<file path="src/design/rc4_stream_cipher_assert.svh">
// Assertion macros for the RC4 cipher block (clocked by clk, reset by arst_n).
`ifndef RC4_STREAM_CIPHER_ASSERT_SVH
`define RC4_STREAM_CIPHER_ASSERT_SVH

// Same-cycle implication.
`define RC4_ASSERT_IMP(lbl, ante, cons) \
	lbl: assert property (@(posedge clk) disable iff (!arst_n) (ante) |-> (cons)) \
		else $error("rc4 check failed");

// Next-cycle implication.
`define RC4_ASSERT_NXT(lbl, ante, cons) \
	lbl: assert property (@(posedge clk) disable iff (!arst_n) (ante) |=> (cons)) \
		else $error("rc4 check failed");

`endif

</file>
<file path="src/design/rc4_pkg.sv">
// Shared types and constants for the RC4 cipher block.
package rc4_pkg;

	localparam int KEY_MAX_DEF = 256;
	localparam int SBOX_DEPTH  = 256;

	// Request kinds
	localparam logic KIND_KEY  = 1'b0;
	localparam logic KIND_DATA = 1'b1;

	// Sequencer states
	typedef enum logic [3:0] {
		ST_IDLE,
		ST_KS_INIT,
		ST_KS_RD_I,
		ST_KS_RD_J,
		ST_KS_WR_I,
		ST_KS_WR_J,
		ST_DT_RD_I,
		ST_DT_RD_J,
		ST_DT_WR_I,
		ST_DT_WR_J,
		ST_DT_DONE
	} state_t;

	// Permutation memory port request
	typedef struct packed {
		logic       we;
		logic [7:0] waddr;
		logic [7:0] wdata;
		logic [7:0] raddr;
	} s_req_t;

	// Sequencer status
	typedef struct packed {
		logic idle;
		logic sched;
	} stat_t;

endpackage

</file>
<file path="src/design/rc4_in_if.sv">
// Request channel: key or data byte.
interface rc4_in_if;
	logic       valid;
	logic       ready;
	logic       kind;
	logic [7:0] value_in;
	logic       last_key;

	modport source (output valid, output kind, output value_in, output last_key, input ready);
	modport sink   (input valid, input kind, input value_in, input last_key, output ready);
endinterface

</file>
<file path="src/design/rc4_out_if.sv">
// Result channel: processed byte and keyed status.
interface rc4_out_if;
	logic       valid;
	logic       ready;
	logic [7:0] data_out;
	logic       not_keyed;

	modport source (output valid, output data_out, output not_keyed, input ready);
	modport sink   (input valid, input data_out, input not_keyed, output ready);
endinterface

</file>
<file path="src/design/rc4_ram.sv">
// Single-write, single-read RAM with registered read data.
module rc4_ram #(
	parameter int DEPTH = 256,
	parameter int WIDTH = 8,
	localparam int AW = (DEPTH > 1) ? $clog2(DEPTH) : 1
) (
	input  logic             clk,
	input  logic             we,
	input  logic [AW-1:0]    waddr,
	input  logic [WIDTH-1:0] wdata,
	input  logic [AW-1:0]    raddr,
	output logic [WIDTH-1:0] rdata
);

	logic [WIDTH-1:0] mem [DEPTH];

	// Write port
	always_ff @(posedge clk) begin
		if (we) begin
			mem[waddr] <= wdata;
		end
	end

	// Read port, old data on a same-address write
	always_ff @(posedge clk) begin
		rdata <= mem[raddr];
	end

endmodule

</file>
<file path="src/design/rc4_ctrl.sv">
// Sequencer for key load, key schedule and keystream generation with one shared adder.
module rc4_ctrl #(
	parameter int KEY_MAX = rc4_pkg::KEY_MAX_DEF,
	localparam int KEY_AW = (KEY_MAX > 1) ? $clog2(KEY_MAX) : 1
) (
	input  logic                clk,
	input  logic                arst_n,
	rc4_in_if.sink              item,
	rc4_out_if.source           result,
	output rc4_pkg::s_req_t     s_req,
	input  logic [7:0]          s_rdata,
	output logic                k_we,
	output logic [KEY_AW-1:0]   k_waddr,
	output logic [7:0]          k_wdata,
	output logic [KEY_AW-1:0]   k_raddr,
	input  logic [7:0]          k_rdata,
	output rc4_pkg::stat_t      stat
);
	import rc4_pkg::*;

	localparam int KEY_CW = $clog2(KEY_MAX + 1);

	state_t              state_q, state_d;
	logic [7:0]          n_q, i_q, j_q, si_q, sj_q, t_q, ks_q, val_q;
	logic                nk_q, keyed_q;
	logic [KEY_AW-1:0]   k_idx_q;
	logic [KEY_CW-1:0]   key_count_q, key_len, k_inc;
	logic                out_vld_q, out_nk_q;
	logic [7:0]          out_data_q;
	logic [7:0]          add_a, add_b, add_c, sum;
	logic [7:0]          ks_fwd;
	logic                acc, out_free, key_room;

	assign acc      = item.valid && item.ready;
	assign out_free = !out_vld_q || result.ready;
	assign key_room = key_count_q < KEY_CW'(KEY_MAX);
	assign key_len  = (key_count_q == '0) ? KEY_CW'(1) : key_count_q;
	assign k_inc    = KEY_CW'(k_idx_q) + KEY_CW'(1);

	// Shared adder
	assign sum = add_a + add_b + add_c;

	// Keystream byte with forwarding of the two swapped entries
	always_comb begin
		if (t_q == i_q) begin
			ks_fwd = sj_q;
		end else if (t_q == j_q) begin
			ks_fwd = si_q;
		end else begin
			ks_fwd = s_rdata;
		end
	end

	// Next state
	always_comb begin
		state_d = state_q;
		case (state_q)
			ST_IDLE: begin
				if (acc) begin
					if (item.kind == KIND_KEY) begin
						if (item.last_key) begin
							state_d = ST_KS_INIT;
						end
					end else if (keyed_q) begin
						state_d = ST_DT_RD_I;
					end else begin
						state_d = ST_DT_DONE;
					end
				end
			end
			ST_KS_INIT: begin
				if (n_q == 8'hFF) begin
					state_d = ST_KS_RD_I;
				end
			end
			ST_KS_RD_I: state_d = ST_KS_RD_J;
			ST_KS_RD_J: state_d = ST_KS_WR_I;
			ST_KS_WR_I: state_d = ST_KS_WR_J;
			ST_KS_WR_J: begin
				state_d = (n_q == 8'hFF) ? ST_IDLE : ST_KS_RD_I;
			end
			ST_DT_RD_I: state_d = ST_DT_RD_J;
			ST_DT_RD_J: state_d = ST_DT_WR_I;
			ST_DT_WR_I: state_d = ST_DT_WR_J;
			ST_DT_WR_J: state_d = ST_DT_DONE;
			ST_DT_DONE: begin
				if (out_free) begin
					state_d = ST_IDLE;
				end
			end
			default: state_d = ST_IDLE;
		endcase
	end

	// Outputs: memory requests, adder operands, status
	always_comb begin
		s_req      = '0;
		add_a      = '0;
		add_b      = '0;
		add_c      = '0;
		k_we       = 1'b0;
		k_waddr    = key_count_q[KEY_AW-1:0];
		k_wdata    = item.value_in;
		k_raddr    = k_idx_q;
		item.ready = 1'b0;
		stat.idle  = 1'b0;
		stat.sched = 1'b0;
		case (state_q)
			ST_IDLE: begin
				item.ready = 1'b1;
				stat.idle  = 1'b1;
				k_we       = item.valid && (item.kind == KIND_KEY) && key_room;
			end
			ST_KS_INIT: begin
				stat.sched  = 1'b1;
				s_req.we    = 1'b1;
				s_req.waddr = n_q;
				s_req.wdata = n_q;
			end
			ST_KS_RD_I: begin
				stat.sched  = 1'b1;
				s_req.raddr = n_q;
			end
			ST_KS_RD_J: begin
				stat.sched  = 1'b1;
				add_a       = j_q;
				add_b       = s_rdata;
				add_c       = k_rdata;
				s_req.raddr = sum;
			end
			ST_KS_WR_I: begin
				stat.sched  = 1'b1;
				s_req.we    = 1'b1;
				s_req.waddr = n_q;
				s_req.wdata = s_rdata;
			end
			ST_KS_WR_J: begin
				stat.sched  = 1'b1;
				s_req.we    = 1'b1;
				s_req.waddr = j_q;
				s_req.wdata = si_q;
			end
			ST_DT_RD_I: begin
				add_a       = i_q;
				add_b       = 8'd1;
				s_req.raddr = sum;
			end
			ST_DT_RD_J: begin
				add_a       = j_q;
				add_b       = s_rdata;
				s_req.raddr = sum;
			end
			ST_DT_WR_I: begin
				add_a       = si_q;
				add_b       = s_rdata;
				s_req.raddr = sum;
				s_req.we    = 1'b1;
				s_req.waddr = i_q;
				s_req.wdata = s_rdata;
			end
			ST_DT_WR_J: begin
				s_req.we    = 1'b1;
				s_req.waddr = j_q;
				s_req.wdata = si_q;
			end
			ST_DT_DONE: begin
			end
			default: begin
			end
		endcase
	end

	// Control registers
	always_ff @(posedge clk or negedge arst_n) begin
		if (!arst_n) begin
			state_q     <= ST_IDLE;
			keyed_q     <= 1'b0;
			key_count_q <= '0;
			i_q         <= '0;
			j_q         <= '0;
			out_vld_q   <= 1'b0;
		end else begin
			state_q <= state_d;
			if (result.valid && result.ready) begin
				out_vld_q <= 1'b0;
			end
			case (state_q)
				ST_IDLE: begin
					if (acc && item.kind == KIND_KEY) begin
						if (key_room) begin
							key_count_q <= key_count_q + KEY_CW'(1);
						end
						if (item.last_key) begin
							j_q <= '0;
						end
					end
				end
				ST_KS_RD_J: j_q <= sum;
				ST_KS_WR_J: begin
					if (n_q == 8'hFF) begin
						i_q         <= '0;
						j_q         <= '0;
						keyed_q     <= 1'b1;
						key_count_q <= '0;
					end
				end
				ST_DT_RD_I: i_q <= sum;
				ST_DT_RD_J: j_q <= sum;
				ST_DT_DONE: begin
					if (out_free) begin
						out_vld_q <= 1'b1;
					end
				end
				default: begin
				end
			endcase
		end
	end

	// Working registers
	always_ff @(posedge clk) begin
		case (state_q)
			ST_IDLE: begin
				if (acc) begin
					val_q   <= item.value_in;
					nk_q    <= !keyed_q;
					n_q     <= '0;
					k_idx_q <= '0;
				end
			end
			ST_KS_INIT: n_q <= n_q + 8'd1;
			ST_KS_RD_J: begin
				si_q    <= s_rdata;
				k_idx_q <= (k_inc == key_len) ? '0 : k_inc[KEY_AW-1:0];
			end
			ST_KS_WR_J: n_q <= n_q + 8'd1;
			ST_DT_RD_J: si_q <= s_rdata;
			ST_DT_WR_I: begin
				sj_q <= s_rdata;
				t_q  <= sum;
			end
			ST_DT_WR_J: ks_q <= ks_fwd;
			ST_DT_DONE: begin
				if (out_free) begin
					out_data_q <= nk_q ? 8'h00 : (val_q ^ ks_q);
					out_nk_q   <= nk_q;
				end
			end
			default: begin
			end
		endcase
	end

	assign result.valid     = out_vld_q;
	assign result.data_out  = out_data_q;
	assign result.not_keyed = out_nk_q;

endmodule

</file>
<file path="src/design/rc4_stream_cipher.sv">
// RC4 byte cipher top level: sequencer, permutation memory and key memory.
// Key byte: the sequencer stays idle, so the next request is taken in the cycle after. The last
// key byte adds the key schedule: identity fill in KS_INIT, then KS_RD_I, KS_RD_J, KS_WR_I and
// KS_WR_J per entry on the one-read, one-write RAM. Data byte: DT_RD_I, DT_RD_J, DT_WR_I, DT_WR_J,
// then DT_DONE registers the result. Not-keyed data byte: DT_DONE only. A held result stalls.
// Reset clears the sequencer, indices, key count and keyed flag; the RAMs are not cleared.
`include "rc4_stream_cipher_assert.svh"
module rc4_stream_cipher #(
	parameter int KEY_MAX = rc4_pkg::KEY_MAX_DEF
) (
	input  logic      clk,
	input  logic      arst_n,
	rc4_in_if.sink    item,
	rc4_out_if.source result
);
	import rc4_pkg::*;

	localparam int KEY_AW = (KEY_MAX > 1) ? $clog2(KEY_MAX) : 1;

	s_req_t            s_req;
	logic [7:0]        s_rdata;
	logic              k_we;
	logic [KEY_AW-1:0] k_waddr, k_raddr;
	logic [7:0]        k_wdata, k_rdata;
	stat_t             stat;
	logic              last_key_acc;

	// Sequencer
	rc4_ctrl #(
		.KEY_MAX(KEY_MAX)
	) u_ctrl (
		.clk     (clk),
		.arst_n  (arst_n),
		.item    (item),
		.result  (result),
		.s_req   (s_req),
		.s_rdata (s_rdata),
		.k_we    (k_we),
		.k_waddr (k_waddr),
		.k_wdata (k_wdata),
		.k_raddr (k_raddr),
		.k_rdata (k_rdata),
		.stat    (stat)
	);

	// Permutation memory
	rc4_ram #(
		.DEPTH(SBOX_DEPTH),
		.WIDTH(8)
	) u_sbox (
		.clk   (clk),
		.we    (s_req.we),
		.waddr (s_req.waddr),
		.wdata (s_req.wdata),
		.raddr (s_req.raddr),
		.rdata (s_rdata)
	);

	// Key memory
	rc4_ram #(
		.DEPTH(KEY_MAX),
		.WIDTH(8)
	) u_key (
		.clk   (clk),
		.we    (k_we),
		.waddr (k_waddr),
		.wdata (k_wdata),
		.raddr (k_raddr),
		.rdata (k_rdata)
	);

	// Checks
	assign last_key_acc = item.valid && item.ready && (item.kind == KIND_KEY) && item.last_key;

	`RC4_ASSERT_IMP(a_ready_only_idle, item.ready, stat.idle)
	`RC4_ASSERT_NXT(a_last_key_starts_sched, last_key_acc, stat.sched)
	`RC4_ASSERT_IMP(a_not_keyed_zero, result.valid && result.not_keyed, result.data_out == 8'h00)

endmodule
</file>
<file path="src/flat_wrapper.sv">
// flat-port wrapper written by rule: the top's interface ports become plain ports
module rc4_stream_cipher_flat import rc4_pkg::*;
#(
	parameter int KEY_MAX = rc4_pkg::KEY_MAX_DEF
)
  (clk, arst_n, item_valid, item_kind, item_value_in, item_last_key, item_ready, result_valid, result_data_out, result_not_keyed, result_ready);
  rc4_in_if item_i ();
  rc4_out_if result_i ();
  input  logic clk;
  input  logic arst_n;
  input wire logic [$bits(item_i.valid)-1:0] item_valid;
  input wire logic [$bits(item_i.kind)-1:0] item_kind;
  input wire logic [$bits(item_i.value_in)-1:0] item_value_in;
  input wire logic [$bits(item_i.last_key)-1:0] item_last_key;
  output wire logic [$bits(item_i.ready)-1:0] item_ready;
  output wire logic [$bits(result_i.valid)-1:0] result_valid;
  output wire logic [$bits(result_i.data_out)-1:0] result_data_out;
  output wire logic [$bits(result_i.not_keyed)-1:0] result_not_keyed;
  input wire logic [$bits(result_i.ready)-1:0] result_ready;
  assign item_i.valid = item_valid;
  assign item_i.kind = item_kind;
  assign item_i.value_in = item_value_in;
  assign item_i.last_key = item_last_key;
  assign item_ready = item_i.ready;
  assign result_valid = result_i.valid;
  assign result_data_out = result_i.data_out;
  assign result_not_keyed = result_i.not_keyed;
  assign result_i.ready = result_ready;
  rc4_stream_cipher #(.KEY_MAX(KEY_MAX)) u_core (.clk(clk), .arst_n(arst_n), .item(item_i), .result(result_i));
endmodule
</file>
<file path="config.mk">
export PLATFORM = sky130hd
export DESIGN_NAME = rc4_stream_cipher_flat
export DESIGN_NICKNAME = d
export VERILOG_FILES = /design/src/design/rc4_pkg.sv /design/src/design/rc4_in_if.sv /design/src/design/rc4_out_if.sv /design/src/design/rc4_ram.sv /design/src/design/rc4_ctrl.sv /design/src/design/rc4_stream_cipher.sv /design/src/flat_wrapper.sv
export VERILOG_INCLUDE_DIRS = /design/src /design/src/design
export SDC_FILE = /design/constraint.sdc
export NUM_CORES = 2
export LEC_CHECK = 0
export ABC_AREA = 1
export BUFFER_PORTS_ARGS = -buffer_cell sky130_fd_sc_hd__buf_4
export CORE_ASPECT_RATIO = 1.75
export CORE_MARGIN = 4
export CORE_UTILIZATION = 50
export CTS_BUF_LIST = sky130_fd_sc_hd__clkbuf_8
export CTS_CLUSTER_DIAMETER = 120
export DETAILED_ROUTE_END_ITERATION = 8
export HOLD_SLACK_MARGIN = 0.02
export PLACE_DENSITY_LB_ADDON = 0.15
export REMOVE_ABC_BUFFERS = 1
export SLEW_MARGIN = 20
export SYNTH_ARGS = -nofsm -noshare
export SYNTH_HDL_FRONTEND = slang
export SYNTH_SLANG_ARGS = --single-unit
</file>
<file path="constraint.sdc">
create_clock -name clk -period 13.1 [get_ports clk]
set_input_delay 2.62 -clock clk [delete_from_list [all_inputs] [get_ports clk]]
set_output_delay 2.62 -clock clk [all_outputs]
set_load 0.005 [all_outputs]
</file>
## After elaboration in Yosys (flattened, before gate mapping)

Memory sizes are Yosys's and may differ from the RTL's. A register that Yosys moved wholly into a read port is not among the register bits.
Cells that the tools add are included.

| cells by class | value |
|---|---|
| add/subtract/negate cells | 5 |
| magnitude comparators | 1 |
| equal/unequal tests | 22 |
| muxes and demuxes | 38 |
| bitwise operators | 2 |
| reductions and logical operators | 29 |

Operators with widths:

| cell | count |
|---|---|
| 8-bit one-hot mux with 2 select lines | 5 |
| 17-bit one-hot mux with 4 select lines | 1 |
| 8-bit two-way mux | 8 |
| 8-bit one-hot mux with 3 select lines | 2 |
| 4-bit one-hot mux with 11 select lines | 1 |
| 9-bit two-way mux | 4 |
| 4-bit two-way mux | 6 |
| 9-bit one-hot mux with 2 select lines | 1 |
| 8-bit adder | 2 |
| 4-bit by 3-bit equality test with 1-bit output (second input constant) | 4 |
| 8-bit equality test | 2 |
| 4-bit equality test (second input constant) | 3 |
| 2-bit inequality test (second input constant) | 6 |
| 2-bit AND reduction | 6 |
| 4-bit AND reduction | 3 |
| 8-bit by 1-bit adder with 9-bit output (second input constant) | 1 |
| 9-bit by 1-bit adder with 9-bit output (second input constant) | 1 |
| 9-bit equality test | 1 |
| 9-bit zero test | 1 |
| 9-bit < comparator (second input constant) | 1 |
| 1-bit two-way mux | 9 |
| 8-bit by 1-bit adder with 8-bit output (second input constant) | 1 |
| 4-bit by 2-bit equality test with 1-bit output (second input constant) | 2 |
| 8-bit equality test (second input constant) | 1 |
| other kinds (15) | 25 |

| word-level totals | value |
|---|---|
| bits in registers | 97 |
| RAM bits | 4096 |
| input port bits | 14 |
| output and inout port bits | 11 |
| logic and storage cells | 115 |
| memories kept | 2 |

Memory list:

| name | words | width | read ports | clocked after Yosys merged registers in | wr ports | RTL line | text |
|---|---|---|---|---|---|---|---|
| u_core.u_key.mem | 256 | 8 | 1 | 1 | 1 | rc4_ram.sv:15 | `logic [WIDTH-1:0] mem [DEPTH];` |
| u_core.u_sbox.mem | 256 | 8 | 1 | 1 | 1 | rc4_ram.sv:15 |  |

## Logic depth before layout (Yosys ltp)

| logic depth | value |
|---|---|
| depth in word-level cells | 6 |
| gate-level depth with buffers | 23 |
| mapped depth without buffers | 21 |

## Cells and area by module

Synthesis repeated with hierarchy kept, for this count alone.

| second synthesis, totals | value |
|---|---|
| cell total of the unflattened synthesis | 14681 |
| area total of the unflattened synthesis | 172691.9 sq um |

Modules (own cells, without submodules):

| module | instances | cells an instance | area each (sq um) |
|---|---|---|---|
| rc4_ram | 2 | 7003 | 83396.2 |
| rc4_ctrl | 1 | 675 | 5899.4 |

## Worst setup path before layout

OpenSTA, ideal clock, no wires.

| timing path | value |
|---|---|
| kind | register -> register |
| start | register u_core.u_ctrl.state_q[1] |
| end | memory u_core.u_sbox.mem[0][7], data pin |
| setup time | 2188 ps |
| data arrival time | 11352 ps |
| data required time | 10912 ps |
| setup slack | -440 ps |
| stages on the path, launching flop included | 7 |
| path buffers | 1 |
| period minus slack after synthesis | 13540 ps |
| path through | dfrtp_1 nor2_1 nand2_1 nor2_1 nor2_2 buf_2 o21ai_0 |

RTL lines:

| element | RTL line | text |
|---|---|---|
| start: declaration | rc4_ctrl.sv:23 | `state_t state_q, state_d;` |
| start signal: assignment | rc4_ctrl.sv:183 | `state_q <= state_d;` |
| end: declaration | rc4_ram.sv:15 |  |

## Worst setup path after layout

| timing path | value |
|---|---|
| start | register u_core.u_ctrl.state_q[2] |
| end | register u_core.u_sbox.rdata[0], read port of u_core.u_sbox.mem |

| between the ends | value |
|---|---|
| word-level cells in the longest chain between the ends | 6 |

RTL lines:

| element | RTL line | text |
|---|---|---|
| 4-bit by 2-bit equality test with 1-bit output (tied with other cells) | rc4_ctrl.sv:108 | `case (state_q)` |
| 3-bit OR reduction (no source line) or 2-bit OR reduction (tied branches) | -- |  |
| 8-bit one-hot mux with 2 select lines or 8-bit one-hot mux with 3 select lines (tied branches) | rc4_ctrl.sv:108 |  |
| 8-bit adder | rc4_ctrl.sv:41 | `assign sum = add_a + add_b + add_c;` |
| 8-bit adder * | rc4_ctrl.sv:41 |  |
| named net u_core.u_ctrl.sum[0] | rc4_ctrl.sv:30 | `logic [7:0] add_a, add_b, add_c, sum;` |
| 8-bit one-hot mux with 2 select lines * | rc4_ctrl.sv:108 |  |
| end: declaration | rc4_ram.sv:12 | `output logic [WIDTH-1:0] rdata` |

Mark *: on every way through the listed nets, which the timed path passes. The rest lies on a longest branch.
A chain may end at the register's enable or synchronous reset.

==> impl_metrics.csv <==
group,metric,value,unit
critical_path,critPathMaxFanout,148,
route,viasPerCell,6.003,
finish,reg.largest.list,"u_core.u_key.mem: 2048 flops, u_core.u_sbox.mem: 2048 flops, u_core.u_ctrl.key_count_q: 9 flops",
sta,max_freq,132.3,MHz
placed_design,pre_cts_ws,5.911,ns
synthesis,synth_warnings,0,
worst_hold_path,whs_path_depth,2,
placed_design,dp.cells,18395,
die,die_area,0.3567,mm^2
synthesis,synth_cell_type_count,45,
outcome,status,"finished, final reports clean",
power,power,39.97,mW
critical_path,critPathKind,"reg2reg",
sta,min_period,7.558,ns
critical_path,rr_startpoint,"u_core.u_ctrl.state_q[2]$_DFFE_PN0P_",
worst_hold_path,min-delay-start,"u_core.u_ctrl.keyed_q$_DFFE_PN0P_",
die,std_cell_rows,285,
synthesis,synth_area,0.1734,mm^2
power,power_switching,15.68,mW
die,ios,25,
global_routing,grt_max_degree,195,
finish,drive_above_1_share,0.06893,
synthesis,syn_avg_cell_area,11.83,um^2
die,die_w,453.2,um
power,powerDensity,212.4,mW/mm^2
cts,clock-sinks,4209,
critical_path,end_kind,"register",
route,ant_nets,0,
global_routing,track_usage,0.2853,
global_routing,grt_pass1_vias,115826,
cts,cts_hold_buf,0,
sta,finClkSkew,0.07750,ns
synthesis,yosys-top-cells-area,"edfxtp_1 72%, nand3_1 6.6%, nand2_1 6.5%",
route,drcViolationCount,0,
sta,grt_setup_unrepaired,"no",
critical_path,setup.worst_path.start_class,"register",
power,leakagePower,65.29,nW
route,detail_route.iter0.violations,12863,
power,clock_power_share,0.246,
cts,cts_tree,"built",
sta,final-hold-violation-count,0,
power,seqPwrFrac,0.416,
critical_path,max_stage_delay,0.93,ns
placed_design,placed_area,0.1771,mm^2
finish,instances_no_fill,19471,
route,vias,116890,
placed_design,place.gp.congestion,0.9275,
synthesis,syn_inst,14657,
critical_path,cpMostUsedCell,"nand3_1",
sta,slew-limit-headroom,0.1745,
synthesis,dominantRegCellSynth,"edfxtp_1",
synthesis,synth_edf_count,4162,
global_routing,grt_pass1_wl,760600,um
cts,insertion_delay,1.13,ns
critical_path,crit_slowest_cell,"nand2_4",
sta,period_share,0.5770,
cts,root_buffer,"clkbuf_8",
die,die_h,787.1,um
critical_path,crit_chain,"inv_1, nor2_1, nand2_1, clkinv_1, a21oi_1, fa_1, inv_1, nand2_8, nand2_4, buf_12, buf_4, nand2_1, nand2_1, nand2_1, nand3_1, nand3_1, nand3_1, nand3_1, nand3_1, nand3_1, nand2_1",
route,routed_wl,522400,um
sta,worst_slew_pin_slew,1.234,ns
sta,fin_ws,5.542,ns
cts,htreeDepth,6,
job,maxCapViolations,0,
route,firstDrtPassIters,8,
critical_path,required,14.14,ns
critical_path,timing.rr.end,"u_core.u_sbox.rdata[0]$_DFF_P_",
synthesis,ys_seq_area_frac,0.7270,
critical_path,cp.buffers_inverters,5,
finish,layout_commonest_cell,"edfxtp_1",
placed_design,dp_hpwl,298900,um
finish,nNetsFinal,14452,
route,post_drt_wl_per_cell,26.83,um
synthesis,synth-seq-cells,4209,
cts,cts_buffers,611,
global_routing,antenna_found_initial,10,
sta,maxSlewViolCount,0,
finish,final_area,0.1882,mm^2
cts,clockBufferDepth,4,
power,combPwrFrac,0.337,
cts,ctsResizeCount,0,
critical_path,cp_top_family,"simple AND/OR/NAND/NOR gates",
finish,final_core_util,0.5458,
critical_path,rrSetupSlack,5.54,ns
synthesis,async_reset_ff_frac,0.007365,
placed_design,numPortBuffers,24,
route,wl_met3,36390,um
worst_hold_path,hold_class,"reg2reg",
power,swShare,0.3923,
route,top_layer,"met5",
cts,post_cts_buffers,0,
route,met1_length,182800,um
power,p_int,24.29,mW
cts,clk_pin_slew,0.08,ns
finish,layout_common_cells,"4162 x edfxtp_1, 2959 x nand2_1, 2290 x nand3_1, 1635 x nor2_1, 1046 x o21ai_0",
die,core_area,0.3448,mm^2
finish,area_growth,8.519,%
route,met2_length,262600,um
worst_hold_path,hold_path_end,"u_core.u_ctrl.keyed_q$_DFFE_PN0P_",
synthesis,synth_top_area_share,0.7207,
global_routing,gr-total-overflow,0,
critical_path,rr_worst_depth,21,
die,initial_core_util,0.5029,
synthesis,synth_top_cell_by_area,"edfxtp_1",
critical_path,crit_arrival,8.60,ns
sta,setup_viol,0,
power,vdd_ir_drop_max,0.0003159,V
-- cells by family after synthesis --
family / after synthesis / synth area share
AOI/OAI and AO/OA: 1912 / 0.06489
xor gates and xnor gates: 38 / 0.001919
adders and majority gates: 20 / 0.001789
buffers and inverters: 1471 / 0.03448
DFF: 4209 / 0.7270
and+or+nand+nor: 7007 / 0.1699
-- metrics by stage --
stage               hold slack (ns)   TNS, ns
finish                       0.5717         0
floorplan                    0.4478  -1529.13
CTS                          0.5719         0
global placement             0.5647         0
global route                 0.6180         0
detailed placement           0.5489         0
-- per-layer routing --
layer,track usage,vias up
li1,-,52080
met1,0.3287,57976
met2,0.4900,5433
met3,0.04277,1395
met4,0.1942,6
met5,0,-
-- cells in the mapped netlist (5+ instances only) --
cell type	n
a31oi_1	10
edfxtp_1	4162
nand3_1	2298
o21ai_0	1053
clkbuf_1	605
dfrtp_1	31
xnor2_1	12
buf_2	336
clkinv_1	6
o211ai_1	162
o221ai_1	210
nand2_1	2982
a21oi_1	130
a22oi_1	9
nand3b_1	48
fa_1	8
nand4_1	5
nor4_1	9
dfxtp_1	16
xor2_1	26
buf_4	10
ha_1	12
nor2_1	1638
nor3_1	16
inv_2	9
o22ai_1	325
buf_1	102
inv_1	403
-- area by class of cell --
class,instances,area (um^2)
clock buffer,639,8795
multi-input combinational,8977,41740
sequential,4209,126100
inverter,418,1602
tap,4592,5746
clock inverter,426,2258
fill,28935,156600
antenna,9,22.52
timing repair buffer,201,1951
-- power groups by stage --
stage | clock, mW | combinational [mW] | sequential (mW)
2_1_floorplan | 0 | 8.71 | 18.1
3_3_place_gp | 0 | 13.2 | 16.9
3_5_place_dp | 0 | 13.3 | 16.9
4_1_cts | 10.0 | 13.4 | 16.6
5_1_grt | 10.6 | 14.4 | 16.6
6_report | 9.85 | 13.5 | 16.6
-- worst min-delay path: stages (launching register included) --
cell,delay (ns)
dfrtp_1,0.37
inv_1,0.09
nand2_1,0.07
-- worst max-delay path by stage --
| stage | startpoint | to | slack [ns] | depth (start not counted) |
|---|---|---|---|---|
| after global routing | u_core.u_ctrl.state_q[2]$_DFFE_PN0P_ | u_core.u_sbox.rdata[0]$_DFF_P_ | 5.27 | 21 |
| after floorplan | u_core.u_ctrl.k_raddr[0]$_SDFFCE_PP0P_ | u_core.u_key.rdata[2]$_DFF_P_ | -52.71 | 9 |
| after CTS | u_core.u_ctrl.state_q[2]$_DFFE_PN0P_ | u_core.u_sbox.rdata[4]$_DFF_P_ | 5.90 | 20 |
| final | u_core.u_ctrl.state_q[2]$_DFFE_PN0P_ | u_core.u_sbox.rdata[0]$_DFF_P_ | 5.54 | 21 |
| after detailed placement | u_core.u_ctrl.state_q[2]$_DFFE_PN0P_ | u_core.u_sbox.rdata[4]$_DFF_P_ | 5.91 | 20 |
| after global placement | u_core.u_ctrl.state_q[2]$_DFFE_PN0P_ | u_core.u_sbox.rdata[4]$_DFF_P_ | 5.98 | 20 |
(Power assumes the default switching activity.)
